**src/rtl/msod_pkg.sv**
```systemverilog
`timescale 1ns / 1ps

package msod_pkg;

   // Slot array and counter sizing
   localparam int SLOT_COUNT  = 4;
   localparam int AGE_WIDTH   = 16;
   localparam int DEB_WIDTH   = 16;
   localparam int CMP_WIDTH   = (AGE_WIDTH > DEB_WIDTH) ? AGE_WIDTH : DEB_WIDTH;
   localparam int SLOT_WIDTH  = 2;
   localparam int FREE_WIDTH  = 3;
   localparam int COUNT_WIDTH = $clog2(SLOT_COUNT + 1) + 1;

   // Beat layout
   localparam int MODE_WIDTH     = 3;
   localparam int PERM_WIDTH     = 2;
   localparam int REQ_DATA_WIDTH = 16;
   localparam int RSP_DATA_WIDTH = 16;

   // Configuration port
   localparam int CSR_INDEX_WIDTH = 2;
   localparam int CSR_DATA_WIDTH  = 16;
   localparam logic [CSR_INDEX_WIDTH-1:0] CSR_SOURCE_SELECT  = 2'd0;
   localparam logic [CSR_INDEX_WIDTH-1:0] CSR_BUTTON_TEST    = 2'd1;
   localparam logic [CSR_INDEX_WIDTH-1:0] CSR_DEBOUNCE_TICKS = 2'd2;
   localparam logic [DEB_WIDTH-1:0]       DEBOUNCE_RESET     = 16'd50;

   // Source select values
   localparam logic SOURCE_MANUAL = 1'b0;

   // Gate permission codes (zero and three act as none)
   localparam logic [PERM_WIDTH-1:0] PERM_ENTRY = 2'd1;
   localparam logic [PERM_WIDTH-1:0] PERM_EXIT  = 2'd2;

   typedef enum logic [MODE_WIDTH-1:0] {
      MODE_TICK    = 3'd0,
      MODE_TOGGLE  = 3'd1,
      MODE_LOAD    = 3'd2,
      MODE_RESTORE = 3'd3,
      MODE_CLEAR   = 3'd4
   } mode_type;

   // One accepted request beat
   typedef struct packed {
      logic [MODE_WIDTH-1:0] mode;
      logic [SLOT_COUNT-1:0] sensor_bits;
      logic [SLOT_COUNT-1:0] button_bits;
      logic [PERM_WIDTH-1:0] permission;
      logic [SLOT_WIDTH-1:0] slot_number;
      logic [SLOT_COUNT-1:0] occupancy_mask;
   } req_item_type;

   // Controls shared by every slot
   typedef struct packed {
      logic                  step;
      logic [MODE_WIDTH-1:0] mode;
      logic                  manual;
      logic                  button_test;
      logic [DEB_WIDTH-1:0]  debounce_ticks;
      logic [PERM_WIDTH-1:0] permission;
   } slot_ctl_type;

   // Per slot update results
   typedef struct packed {
      logic raw_next;
      logic stable_next;
      logic change_hit;
   } slot_status_type;

endpackage

```
**src/rtl/msod_slot.sv**
```systemverilog
`timescale 1ns / 1ps

module msod_slot (
   input  logic                     clock,
   input  logic                     reset,
   input  msod_pkg::slot_ctl_type   ctl,
   input  logic                     sensor_bit,
   input  logic                     button_bit,
   input  logic                     toggle_hit,
   input  logic                     occ_bit,
   output msod_pkg::slot_status_type status
);
   import msod_pkg::*;

   logic                 raw_ff, raw_in;
   logic                 stable_ff, stable_in;
   logic                 virt_ff, virt_in;
   logic                 btn_raw_ff, btn_raw_in;
   logic                 btn_stable_ff, btn_stable_in;
   logic [AGE_WIDTH-1:0] raw_age_ff, raw_age_in;
   logic [AGE_WIDTH-1:0] btn_age_ff, btn_age_in;
   logic                 change_hit;

   logic [AGE_WIDTH-1:0] raw_age_inc;
   logic [AGE_WIDTH-1:0] btn_age_inc;
   logic                 raw_held;
   logic                 btn_held;
   logic                 sample;

   // Saturating age counters and debounce threshold compares
   assign raw_age_inc = (raw_age_ff == '1) ? raw_age_ff : raw_age_ff + 1'b1;
   assign btn_age_inc = (btn_age_ff == '1) ? btn_age_ff : btn_age_ff + 1'b1;
   assign raw_held = CMP_WIDTH'(raw_age_inc) >= CMP_WIDTH'(ctl.debounce_ticks);
   assign btn_held = CMP_WIDTH'(btn_age_inc) >= CMP_WIDTH'(ctl.debounce_ticks);
   assign sample   = ctl.manual ? virt_ff : sensor_bit;

   // Next state of the slot for the current beat
   always_comb begin
      raw_in        = raw_ff;
      stable_in     = stable_ff;
      virt_in       = virt_ff;
      btn_raw_in    = btn_raw_ff;
      btn_stable_in = btn_stable_ff;
      raw_age_in    = raw_age_ff;
      btn_age_in    = btn_age_ff;
      change_hit    = 1'b0;
      unique case (ctl.mode)
         MODE_TICK: begin
            raw_age_in = raw_age_inc;
            btn_age_in = btn_age_inc;
            if (ctl.manual && ctl.button_test) begin
               // gated button path
               if (button_bit != btn_raw_ff) begin
                  btn_raw_in = button_bit;
                  btn_age_in = '0;
               end else if (button_bit != btn_stable_ff && btn_held) begin
                  btn_stable_in = button_bit;
                  if (button_bit) begin
                     if (ctl.permission == PERM_ENTRY && !virt_ff) begin
                        virt_in    = 1'b1;
                        raw_in     = 1'b1;
                        stable_in  = 1'b1;
                        change_hit = 1'b1;
                     end else if (ctl.permission == PERM_EXIT && virt_ff) begin
                        virt_in    = 1'b0;
                        raw_in     = 1'b0;
                        stable_in  = 1'b0;
                        change_hit = 1'b1;
                     end
                  end
               end
            end else begin
               // occupancy sample path
               if (sample != raw_ff) begin
                  raw_in     = sample;
                  raw_age_in = '0;
               end else if (sample != stable_ff && raw_held) begin
                  stable_in  = sample;
                  change_hit = 1'b1;
               end
            end
         end
         MODE_TOGGLE: begin
            if (ctl.manual && toggle_hit) begin
               virt_in = !virt_ff;
            end
         end
         MODE_LOAD: begin
            if (ctl.manual) begin
               virt_in = occ_bit;
            end
         end
         MODE_RESTORE: begin
            raw_in        = occ_bit;
            stable_in     = occ_bit;
            virt_in       = occ_bit;
            btn_raw_in    = occ_bit;
            btn_stable_in = occ_bit;
            raw_age_in    = '0;
            btn_age_in    = '0;
         end
         default: begin
         end
      endcase
   end

   // Slot state registers, advanced once per processed beat
   always_ff @(posedge clock) begin
      if (reset) begin
         raw_ff        <= 1'b0;
         stable_ff     <= 1'b0;
         virt_ff       <= 1'b0;
         btn_raw_ff    <= 1'b0;
         btn_stable_ff <= 1'b0;
         raw_age_ff    <= '0;
         btn_age_ff    <= '0;
      end else if (ctl.step) begin
         raw_ff        <= raw_in;
         stable_ff     <= stable_in;
         virt_ff       <= virt_in;
         btn_raw_ff    <= btn_raw_in;
         btn_stable_ff <= btn_stable_in;
         raw_age_ff    <= raw_age_in;
         btn_age_ff    <= btn_age_in;
      end
   end

   assign status.raw_next    = raw_in;
   assign status.stable_next = stable_in;
   assign status.change_hit  = change_hit;

endmodule

```
**src/rtl/multi_slot_occupancy_debouncer_core.sv**
```systemverilog
`timescale 1ns / 1ps
// Path: a request beat is registered on acceptance and its response is registered
// once the beat advances, which a stalled output holds off. Throughput: one beat
// per cycle unless stalled; all slots update side by side in one pass.
// Reset: synchronous, active high; slots empty, ages zero, change flag set,
// debounce threshold 50, manual source, button test off.

module multi_slot_occupancy_debouncer_core (
   input  logic                                  clock,
   input  logic                                  reset,
   // request channel
   input  logic                                  req_tvalid,
   output logic                                  req_tready,
   // tdata: sensor_bits[3:0], button_bits[7:4], permission[9:8],
   //        slot_number[11:10], occupancy_mask[15:12]
   input  logic [msod_pkg::REQ_DATA_WIDTH-1:0]   req_tdata,
   // tuser: mode[2:0]
   input  logic [msod_pkg::MODE_WIDTH-1:0]       req_tuser,
   // response channel
   output logic                                  rsp_tvalid,
   input  logic                                  rsp_tready,
   // tdata: stable_mask[3:0], raw_mask[7:4], free_slots[10:8],
   //        all_full[11], change_flag[12], zero fill[15:13]
   output logic [msod_pkg::RSP_DATA_WIDTH-1:0]   rsp_tdata,
   // configuration write port
   input  logic                                  csr_we,
   input  logic [msod_pkg::CSR_INDEX_WIDTH-1:0]  csr_index,
   input  logic [msod_pkg::CSR_DATA_WIDTH-1:0]   csr_wdata
);
   import msod_pkg::*;

   logic                  source_ff;
   logic                  button_test_ff;
   logic [DEB_WIDTH-1:0]  debounce_ff;

   logic                  in_valid_ff;
   req_item_type          in_item_ff;
   logic                  rsp_valid_ff;
   logic [RSP_DATA_WIDTH-1:0] rsp_data_ff, rsp_data_in;
   logic                  changed_ff, changed_in;

   logic                  advance;
   req_item_type          req_item;
   slot_ctl_type          ctl;
   slot_status_type [SLOT_COUNT-1:0] status;
   logic [SLOT_COUNT-1:0] stable_next;
   logic [SLOT_COUNT-1:0] raw_next;
   logic [SLOT_COUNT-1:0] change_hits;
   logic [COUNT_WIDTH-1:0] free_n;
   logic [FREE_WIDTH-1:0] free_slots;

   // Handshake: the input register refills when empty or whenever its beat moves on
   assign advance    = in_valid_ff && (!rsp_valid_ff || rsp_tready);
   assign req_tready = !in_valid_ff || advance;
   assign rsp_tvalid = rsp_valid_ff;
   assign rsp_tdata  = rsp_data_ff;

   // Unpack the request beat
   assign req_item.mode           = req_tuser;
   assign req_item.sensor_bits    = req_tdata[3:0];
   assign req_item.button_bits    = req_tdata[7:4];
   assign req_item.permission     = req_tdata[9:8];
   assign req_item.slot_number    = req_tdata[11:10];
   assign req_item.occupancy_mask = req_tdata[15:12];

   // Configuration registers
   always_ff @(posedge clock) begin
      if (reset) begin
         source_ff      <= SOURCE_MANUAL;
         button_test_ff <= 1'b0;
         debounce_ff    <= DEBOUNCE_RESET;
      end else if (csr_we) begin
         unique case (csr_index)
            CSR_SOURCE_SELECT:  source_ff      <= csr_wdata[0];
            CSR_BUTTON_TEST:    button_test_ff <= csr_wdata[0];
            CSR_DEBOUNCE_TICKS: debounce_ff    <= csr_wdata[DEB_WIDTH-1:0];
            default: begin
            end
         endcase
      end
   end

   // Input register
   always_ff @(posedge clock) begin
      if (reset) begin
         in_valid_ff <= 1'b0;
      end else if (req_tready) begin
         in_valid_ff <= req_tvalid;
      end
   end

   always_ff @(posedge clock) begin
      if (req_tready && req_tvalid) begin
         in_item_ff <= req_item;
      end
   end

   // Controls shared by the slots
   assign ctl.step           = advance;
   assign ctl.mode           = in_item_ff.mode;
   assign ctl.manual         = (source_ff == SOURCE_MANUAL);
   assign ctl.button_test    = button_test_ff;
   assign ctl.debounce_ticks = debounce_ff;
   assign ctl.permission     = in_item_ff.permission;

   // Per slot state and update logic
   for (genvar i = 0; i < SLOT_COUNT; i++) begin : g_slot
      msod_slot u_slot (
         .clock      (clock),
         .reset      (reset),
         .ctl        (ctl),
         .sensor_bit (in_item_ff.sensor_bits[i]),
         .button_bit (in_item_ff.button_bits[i]),
         .toggle_hit (in_item_ff.slot_number == SLOT_WIDTH'(i)),
         .occ_bit    (in_item_ff.occupancy_mask[i]),
         .status     (status[i])
      );
      assign stable_next[i] = status[i].stable_next;
      assign raw_next[i]    = status[i].raw_next;
      assign change_hits[i] = status[i].change_hit;
   end

   // Sticky change flag
   always_comb begin
      changed_in = changed_ff;
      case (in_item_ff.mode)
         MODE_TICK:                  changed_in = changed_ff | (|change_hits);
         MODE_RESTORE, MODE_CLEAR:   changed_in = 1'b0;
         default:                    changed_in = changed_ff;
      endcase
   end

   always_ff @(posedge clock) begin
      if (reset) begin
         changed_ff <= 1'b1;
      end else if (advance) begin
         changed_ff <= changed_in;
      end
   end

   // Free slot count over the updated stable mask
   always_comb begin
      free_n = '0;
      for (int i = 0; i < SLOT_COUNT; i++) begin
         free_n = free_n + COUNT_WIDTH'(!stable_next[i]);
      end
   end
   assign free_slots = free_n[FREE_WIDTH-1:0];

   // Response beat packing
   always_comb begin
      rsp_data_in        = '0;
      rsp_data_in[3:0]   = stable_next;
      rsp_data_in[7:4]   = raw_next;
      rsp_data_in[10:8]  = free_slots;
      rsp_data_in[11]    = (free_n == '0);
      rsp_data_in[12]    = changed_in;
   end

   // Response register
   always_ff @(posedge clock) begin
      if (reset) begin
         rsp_valid_ff <= 1'b0;
      end else if (advance) begin
         rsp_valid_ff <= 1'b1;
      end else if (rsp_tready) begin
         rsp_valid_ff <= 1'b0;
      end
   end

   always_ff @(posedge clock) begin
      if (advance) begin
         rsp_data_ff <= rsp_data_in;
      end
   end

   // Checks
   a_free_matches_stable: assert property (@(posedge clock) disable iff (reset)
      rsp_valid_ff |-> (32'(rsp_data_ff[10:8]) + 32'($countones(rsp_data_ff[3:0]))
                        == 32'(SLOT_COUNT)))
      else $error("free count disagrees with stable mask");

   a_full_flag: assert property (@(posedge clock) disable iff (reset)
      rsp_valid_ff |-> (rsp_data_ff[11] == (rsp_data_ff[10:8] == '0)))
      else $error("full flag disagrees with free count");

   a_restore_clears_flag: assert property (@(posedge clock) disable iff (reset)
      (advance && (in_item_ff.mode == MODE_RESTORE || in_item_ff.mode == MODE_CLEAR))
      |=> (rsp_valid_ff && !rsp_data_ff[12]))
      else $error("change flag not cleared");

   a_ready_only_on_stall: assert property (@(posedge clock) disable iff (reset)
      !req_tready |-> (rsp_valid_ff && !rsp_tready && in_valid_ff))
      else $error("request side stalled without output back pressure");

endmodule

```
**config.mk**
```make
export PLATFORM = sky130hd
export DESIGN_NAME = multi_slot_occupancy_debouncer_core
export DESIGN_NICKNAME = d
export VERILOG_FILES = /design/src/rtl/msod_pkg.sv /design/src/rtl/msod_slot.sv /design/src/rtl/multi_slot_occupancy_debouncer_core.sv
export SDC_FILE = /design/constraint.sdc
export NUM_CORES = 1
export LEC_CHECK = 0
export ABC_CLOCK_PERIOD_IN_PS = 4200
export BUFFER_PORTS_ARGS = -buffer_cell sky130_fd_sc_hd__buf_4
export CORE_MARGIN = 3
export CORE_UTILIZATION = 58
export DETAILED_ROUTE_END_ITERATION = 8
export PLACE_DENSITY = 0.78
export SYNTH_ARGS = -nofsm -noshare
export SYNTH_HDL_FRONTEND = slang
export SYNTH_HIERARCHICAL = 1
export SYNTH_SLANG_ARGS = --single-unit
```
**constraint.sdc**
```tcl
create_clock -name clock -period 4.2 [get_ports clock]
set_clock_uncertainty 0.05 [all_clocks]
set_input_delay 0.21 -clock clock [delete_from_list [all_inputs] [get_ports clock]]
set_output_delay 0.21 -clock clock [all_outputs]
set_load 0.05 [all_outputs]
```
Word-level counts from Yosys, hierarchy flattened
Index checks and enable logic that the tools add are counted.
{ "classes": {"addsub": 11, "n_lt_le_gt_ge": 8, "n_eq_ne": 61, "muxes": 207, "bitwise": 2, "n_reduce_logical": 60} }
{ "ops": {"columns": ["op", "count"], "rows": [
  ["$mux 16", 24],
  ["$pmux 16 s2", 8],
  ["$mux 1", 154],
  ["$add 16x1->16 const B", 8],
  ["$eq 16x16->1 const B", 8],
  ["$ge 16x16->1", 8],
  ["$reduce_and 9->1", 4],
  ["$pmux 1 s2", 17],
  ["$ne 2x1->1 const B", 13],
  ["$logic_and 1x1->1", 23],
  ["$reduce_and 5->1", 4],
  ["$ne 2x2->1 const B", 9],
  ["$ne 1x1->1", 16],
  ["$pmux 1 s4", 4],
  ["$reduce_and 4->1", 4],
  ["$ne 3x1->1 const B", 4],
  ["$logic_not 1->1", 10],
  ["$eq 2x2->1 const B", 4],
  ["$reduce_and 2->1", 4],
  ["$eq 2x1->1 const B", 3],
  ["$eq 3x2->1 const B", 2],
  ["$add 3x1->4", 1],
  ["$logic_not 2->1", 2],
  ["$logic_not 4->1", 1],
  ["12 further kinds", 14]
]} }
{ "totals": {"reg_bits": 201, "input_bits": 42, "out_inout_bits": 18, "wordCells": 390} }

Longest topological paths before layout
{ "logic_depth": {"ltp_word": 14, "depth_mapped": 20, "mapped_depth_nobuf": 19} }

Cells and area by module
The synthesis kept the hierarchy.
{ "by_module_without_submodules": {"columns": ["mod", "n_inst", "cells_per_inst", "area_each_um2", "seq_area_each_um2"], "rows": [
  ["msod_slot", 4, 442, 3409.5, 740.7],
  ["multi_slot_occupancy_debouncer_core", 1, 150, 1910.6, 1381.3]
]} }

Worst setup path after synthesis
No wires, ideal clock.
{ "synth_timing": {"kind": "flip-flop to flip-flop", "start": "register g_slot[1].u_slot.btn_age_ff[3]", "end": "register rsp_data_ff[11], in the netlist rsp_tdata[11], data pin", "setup_ns": 0.157, "arrival_ns": 4.096, "required_time_ns": 3.993, "setup_slack_ns": -0.103, "path_stages_with_launch": 19, "period_less_slack_ns": 4.303, "cell_sequence": "dfxtp_1 -> buf_2 -> and4_4 -> and4_4 -> nand3_2 -> mux2_4 -> ha_1 -> nor2b_1 -> o211a_1 -> o311ai_1 -> nand3_1 -> a221oi_2 -> o21ai_0 -> buf_4 -> inv_1 -> fa_1 -> ha_1 -> ha_1 -> nor3_1"} }
{ "synth_via": {"elab_chain_len": 13, "elab_cells_between_ends": 14} }
{ "synth_rtl": {"columns": ["item", "line_no", "text"], "rows": [
  ["start, declared", "msod_slot.sv:21", "logic [AGE_WIDTH-1:0] btn_age_ff, btn_age_in;"],
  ["start signal, assigned", "msod_slot.sv:124", "btn_age_ff <= btn_age_in;"],
  ["$add 16x1->16 / $eq 16x16->1 (equally long branches)", "msod_slot.sv:32", "assign btn_age_inc = (btn_age_ff == '1) ? btn_age_ff : btn_age_ff + 1'b1;"],
  ["$mux 16 *", "msod_slot.sv:32", null],
  ["$ge 16x16->1 *", "msod_slot.sv:34", "assign btn_held = CMP_WIDTH'(btn_age_inc) >= CMP_WIDTH'(ctl.debounce_ticks);"],
  ["$logic_and 1x1->1 *", "msod_slot.sv:56", "end else if (button_bit != btn_stable_ff && btn_held) begin"],
  ["$mux 1 *", "msod_slot.sv:56", null],
  ["$mux 1 *", "msod_slot.sv:53", "if (button_bit != btn_raw_ff) begin"],
  ["$mux 1 *", "msod_slot.sv:51", "if (ctl.manual && ctl.button_test) begin"],
  ["$pmux 1 s2 *", "msod_slot.sv:47", "unique case (ctl.mode)"],
  ["named net g_slot[1].u_slot.stable_in", "msod_slot.sv:16", "logic stable_ff, stable_in;"],
  ["$logic_not 1->1 *", "multi_slot_occupancy_debouncer_core.sv:145", "free_n = free_n + COUNT_WIDTH'(!stable_next[i]);"],
  ["$add 1x1->2 *", "multi_slot_occupancy_debouncer_core.sv:145", null],
  ["$add 2x1->3 *", "multi_slot_occupancy_debouncer_core.sv:145", null],
  ["$add 3x1->4 *", "multi_slot_occupancy_debouncer_core.sv:145", null],
  ["named net free_n[1]", "multi_slot_occupancy_debouncer_core.sv:49", "logic [COUNT_WIDTH-1:0] free_n;"],
  ["$logic_not 4->1 *", "multi_slot_occupancy_debouncer_core.sv:156", "rsp_data_in[11] = (free_n == '0);"],
  ["named net rsp_data_in[11]", "multi_slot_occupancy_debouncer_core.sv:39", "logic [RSP_DATA_WIDTH-1:0] rsp_data_ff, rsp_data_in;"],
  ["end signal, assigned", "multi_slot_occupancy_debouncer_core.sv:173", "rsp_data_ff <= rsp_data_in;"],
  ["end, declared", "multi_slot_occupancy_debouncer_core.sv:39", null]
]} }
Mark *: on every way through the listed nets, which the timed path passes. The rest lies on a longest branch.
A chain may end at the register's enable or synchronous reset.

Worst setup path after layout
{ "layout_timing": {"start": "register g_slot[1].u_slot.raw_age_ff[5]", "end": "register rsp_data_ff[11], in the netlist rsp_tdata[11], data pin"} }
{ "layout_via": {"elab_chain_len": 13, "elab_cells_between_ends": 14} }
{ "layout_rtl": {"columns": ["item", "line_no", "text"], "rows": [
  ["start, declared", "msod_slot.sv:20", "logic [AGE_WIDTH-1:0] raw_age_ff, raw_age_in;"],
  ["start signal, assigned", "msod_slot.sv:123", "raw_age_ff <= raw_age_in;"],
  ["$add 16x1->16 / $eq 16x16->1 (equally long branches)", "msod_slot.sv:31", "assign raw_age_inc = (raw_age_ff == '1) ? raw_age_ff : raw_age_ff + 1'b1;"],
  ["$mux 16 *", "msod_slot.sv:31", null],
  ["$ge 16x16->1 *", "msod_slot.sv:33", "assign raw_held = CMP_WIDTH'(raw_age_inc) >= CMP_WIDTH'(ctl.debounce_ticks);"],
  ["$logic_and 1x1->1 *", "msod_slot.sv:77", "end else if (sample != stable_ff && raw_held) begin"],
  ["$mux 1 *", "msod_slot.sv:77", null],
  ["$mux 1 *", "msod_slot.sv:74", "if (sample != raw_ff) begin"],
  ["$mux 1 *", "msod_slot.sv:51", null],
  ["$pmux 1 s2 *", "msod_slot.sv:47", null],
  ["named net rsp_data_in[1]", "multi_slot_occupancy_debouncer_core.sv:39", null],
  ["$logic_not 1->1 *", "multi_slot_occupancy_debouncer_core.sv:145", null],
  ["$add 1x1->2 *", "multi_slot_occupancy_debouncer_core.sv:145", null],
  ["$add 2x1->3 *", "multi_slot_occupancy_debouncer_core.sv:145", null],
  ["$add 3x1->4 *", "multi_slot_occupancy_debouncer_core.sv:145", null],
  ["named net free_n[1]", "multi_slot_occupancy_debouncer_core.sv:49", null],
  ["$logic_not 4->1 *", "multi_slot_occupancy_debouncer_core.sv:156", null],
  ["named net rsp_data_in[11]", "multi_slot_occupancy_debouncer_core.sv:39", null]
]} }
Marks and branches as above.

==> flow_metrics.tcl <==
set metrics [dict create \
    status "complete, but fails checks" \
    violations "design-rule violations, negative setup slack" \
    clock_latency_ns 0.53 \
    yosysTopAreaCell "dfxtp_1" \
    syn_area_um2 15500 \
    setup_viol 6 \
    port_buffers 56 \
    yosysTopAreaCellShare 0.218 \
    drcViolationCount 2 \
    placed_cells 2509 \
    dieArea_um2 28800 \
    post-route-period-util 1.06 \
    path_cells "nand4_4 > nor2_2 > o311a_1 > nand3_2 > xnor2_2 > ha_1 > nand4_1 > or3_4 > nor3_1 > a41oi_2 > nand3_2 > o21ai_2 > inv_1 > fa_1 > ha_2 > ha_4 > nor3_2" \
    r2r_end "rsp_tdata[11]$_DFFE_PP_" \
    routabilityCongestion 0.956 \
    io_pins 60 \
    synth-seq-cells 201 \
    cp_slowest_cell "fa_1" \
    multiInputGateArea_um2 11400 \
    synth_ff_type "dfxtp_1" \
    r2r_start "g_slot[1].u_slot/raw_age_ff[5]$_SDFFE_PP0P_" \
    ys_seq_area_frac 0.279 \
    setup_ws_ns -0.267 \
    powerDensity_nw_per_um2 218 \
    p_leak_nw 9.24 \
    numCtsBuffers 23 \
    cp-start-kind "flop" \
    slowest_delay_ns 0.44 \
    syn_area_per_cell_um2 8.11 \
    synth_edf_count 32 \
    p_clk_frac 0.425 \
    p_int_mw 3.31 \
    synth_area_leaders "dfxtp_1 (22%), ha_1 (12%), edfxtp_1 (6.2%)" \
    clock_path_buffers 3 \
    max_slew_margin 0.169 \
    tightest_slew_ns 1.25 \
    rsz0062_at_grt "yes" \
    syn2layout_area_growth_pct 34.5 \
    cp_max_fo 3 \
    final_cell_mix "buf_4 (410), nand2_1 (195), a21oi_1 (156)" \
    power_frac_comb 0.131 \
    arrival_ns 4.70 \
    place_area_um2 18200 \
    start_util 0.593 \
    ys_types 73 \
    final_area_um2 20900 \
    hp-start "csr_we" \
    grt_max_degree 57 \
    wire_per_inst_um 21.0 \
    async_flop_share 0 \
    hold_viol 0 \
    cp.required_ns 4.43 \
    place_ws_ns -0.420 \
    antenna_cells 0 \
    slew_viol_final 0 \
    drt-total-wl_um 56300 \
    track_usage 0.358 \
    period_needed_ns 4.47 \
    finalSetupTns_ns -0.765 \
    register_area_um2 4410 \
    fin_nets 2519 \
    first_global_vias 16650 \
    cp_top_family "simple AND/OR/NAND/NOR gates" \
    cp-end-kind "flop" \
    crit_top_cell "nand3_2" \
    layout_commonest_cell "buf_4" \
    cts.reportedPaths.clkPinSlew_ns 0.06 \
    crit_type "reg2reg" \
    synthCells 1918 \
    holdWs_ns 0.0880 \
    drt-pass1-iter-count 7 \
    reg2reg_depth 17 \
    maxCapViolCount 0 \
    fp.coreArea_um2 26200 \
    clkSinkCount 201 \
    root_buffer "clkbuf_16" \
    p_sw_mw 1.25 \
    antenna_found_initial 0 \
    hold_end "button_test_ff$_SDFFE_PP0P_" \
    fillCellCount 1604 \
    swShare 0.274 \
    reg2reg_setup_slack_ns -0.27 \
    num_rows 59 \
    whs_path_depth 4 \
    grt_pass1_wl_um 84400 \
    fmax_ghz 0.224 \
    cts_tree "done" \
    viasPerCell 6.49 \
    yosysWarnings 6 \
    drtAntennaViolNets 0 \
    final_cells 2681 \
    die_w_um 170 \
    die_y_um 170 \
    ir_drop_mv 0.308 \
    crit_buf_inv 1 \
    pwr-share-seq 0.445 \
    drive_above_1_share 0.308 \
    drtIter0Drc 1923 \
    htreeDepth 1 \
    hpwl_um 35900 \
    num_vias 17408 \
    grt.overflow.total 0 \
    hp-class "in2reg" \
]
[sequential cells by signal, summed over array words and instances (netlist names), 4 cells and up]
signal                       flops
g_slot.u_slot/virt_ff            4
rsp_tdata                       13
g_slot.u_slot/btn_age_ff        64
ctl                              5
in_item_ff                      14
g_slot.u_slot/stable_ff          4
g_slot.u_slot/raw_age_ff        64
g_slot.u_slot/btn_stable_ff      4
g_slot.u_slot/raw_ff             4
g_slot.u_slot/btn_raw_ff         4
debounce_ff                     16
[routing by layer]
metal	GRT usage	vias up	routed length (um)
met5	0	-	0
li1	-	7884	-
met3	0.0634	265	5360
met2	0.605	1070	26400
met1	0.443	8189	21400
met4	0.170	0	3130
[logic make-up (layout without fill, tap and decap cells)]
family / count (synthesis) / in the layout / share of synthesized area
compound gates: 538 / 538 / 0.226
fa+ha+maj: 147 / 147 / 0.119
xor+xnor: 88 / 88 / 0.0496
mux: 34 / 34 / 0.0251
flops: 201 / 201 / 0.279
buf+inv: 177 / 603 / 0.0501
other cells: 1 / 3 / 0.000241
simple gates: 732 / 732 / 0.250
[power by group through the flow]
stage / Clock [mW] / Combinational [mW] / Sequential (mW)
detailed placement: 0 / 0.477 / 2.07
global placement: 0 / 0.459 / 2.07
CTS: 1.95 / 0.524 / 2.02
floorplan: 0 / 0.284 / 2.09
finish: 1.94 / 0.596 / 2.03
global route: 2.02 / 0.636 / 2.03
[area by class of cell]
cell class / instances / area share
inverters: 105 / 0.0188
multi-input cells: 1542 / 0.546
flip-flops and latches: 201 / 0.211
clock buffers: 33 / 0.0317
repair buffers: 457 / 0.171
clock inverters: 8 / 0.00197
well taps: 335 / 0.0200
[per-stage QoR]
stage | total power, mW | util
after floorplan | 2.37 | -
after global placement | 2.53 | 0.693
after detailed placement | 2.55 | 0.693
after CTS | 4.49 | 0.768
after global routing | 4.69 | 0.798
final | 4.56 | 0.798
[cells in the mapped netlist (12+ instances only)]
library cell and instances:
buf_2 37, nand4_1 32, xor2_1 32, and2_1 22, nor3_1 46, nor2_1 136, nand2_1 202, dfxtp_1 169
a311oi_1 12, o21a_1 28, a22o_1 20, a21o_1 20, a31oi_1 44, o31ai_1 28, a22oi_1 28, and4_1 28
and3_1 32, xnor2_1 56, o21ai_0 101, a21oi_1 163, edfxtp_1 32, nand3b_1 21, nand2b_1 24, nand3_1 84
nor2b_1 24, a21boi_0 12, mux2i_1 18, buf_4 16, clkbuf_1 18, ha_1 146, inv_1 101
[worst min-delay path, cell delays in order]
cell and delay [ns]:
buf_4 0.14, nand3b_1 0.10, mux2i_1 0.08, nor2_1 0.10
[what timing repair did]
action	4_1_cts	5_1_grt
setup buffers	69	30
hold buffers	38	0
gates resized for setup	98	141
pin swaps	52	59
setup endpoints to repair	4	8
hold endpoints to repair	39	0
gates cloned	0	0
[how the worst max path moves through the flow]
| stage | from | cells past startpoint | endpoint |
|---|---|---|---|
| CTS | g_slot[1].u_slot/btn_age_ff[5]$_SDFFE_PP0P_ | 17 | rsp_tdata[11]$_DFFE_PP_ |
| global placement | g_slot[0].u_slot/raw_age_ff[6]$_SDFFE_PP0P_ | 18 | rsp_tdata[11]$_DFFE_PP_ |
| detailed placement | g_slot[0].u_slot/raw_age_ff[0]$_SDFFE_PP0P_ | 18 | rsp_tdata[11]$_DFFE_PP_ |
| floorplan | g_slot[1].u_slot/btn_age_ff[3]$_SDFFE_PP0P_ | 20 | rsp_tdata[11]$_DFFE_PP_ |
| finish | g_slot[1].u_slot/raw_age_ff[5]$_SDFFE_PP0P_ | 17 | rsp_tdata[11]$_DFFE_PP_ |
| global route | g_slot[1].u_slot/raw_age_ff[0]$_SDFFE_PP0P_ | 19 | rsp_tdata[11]$_DFFE_PP_ |
Power figures use the tool's default switching activity.
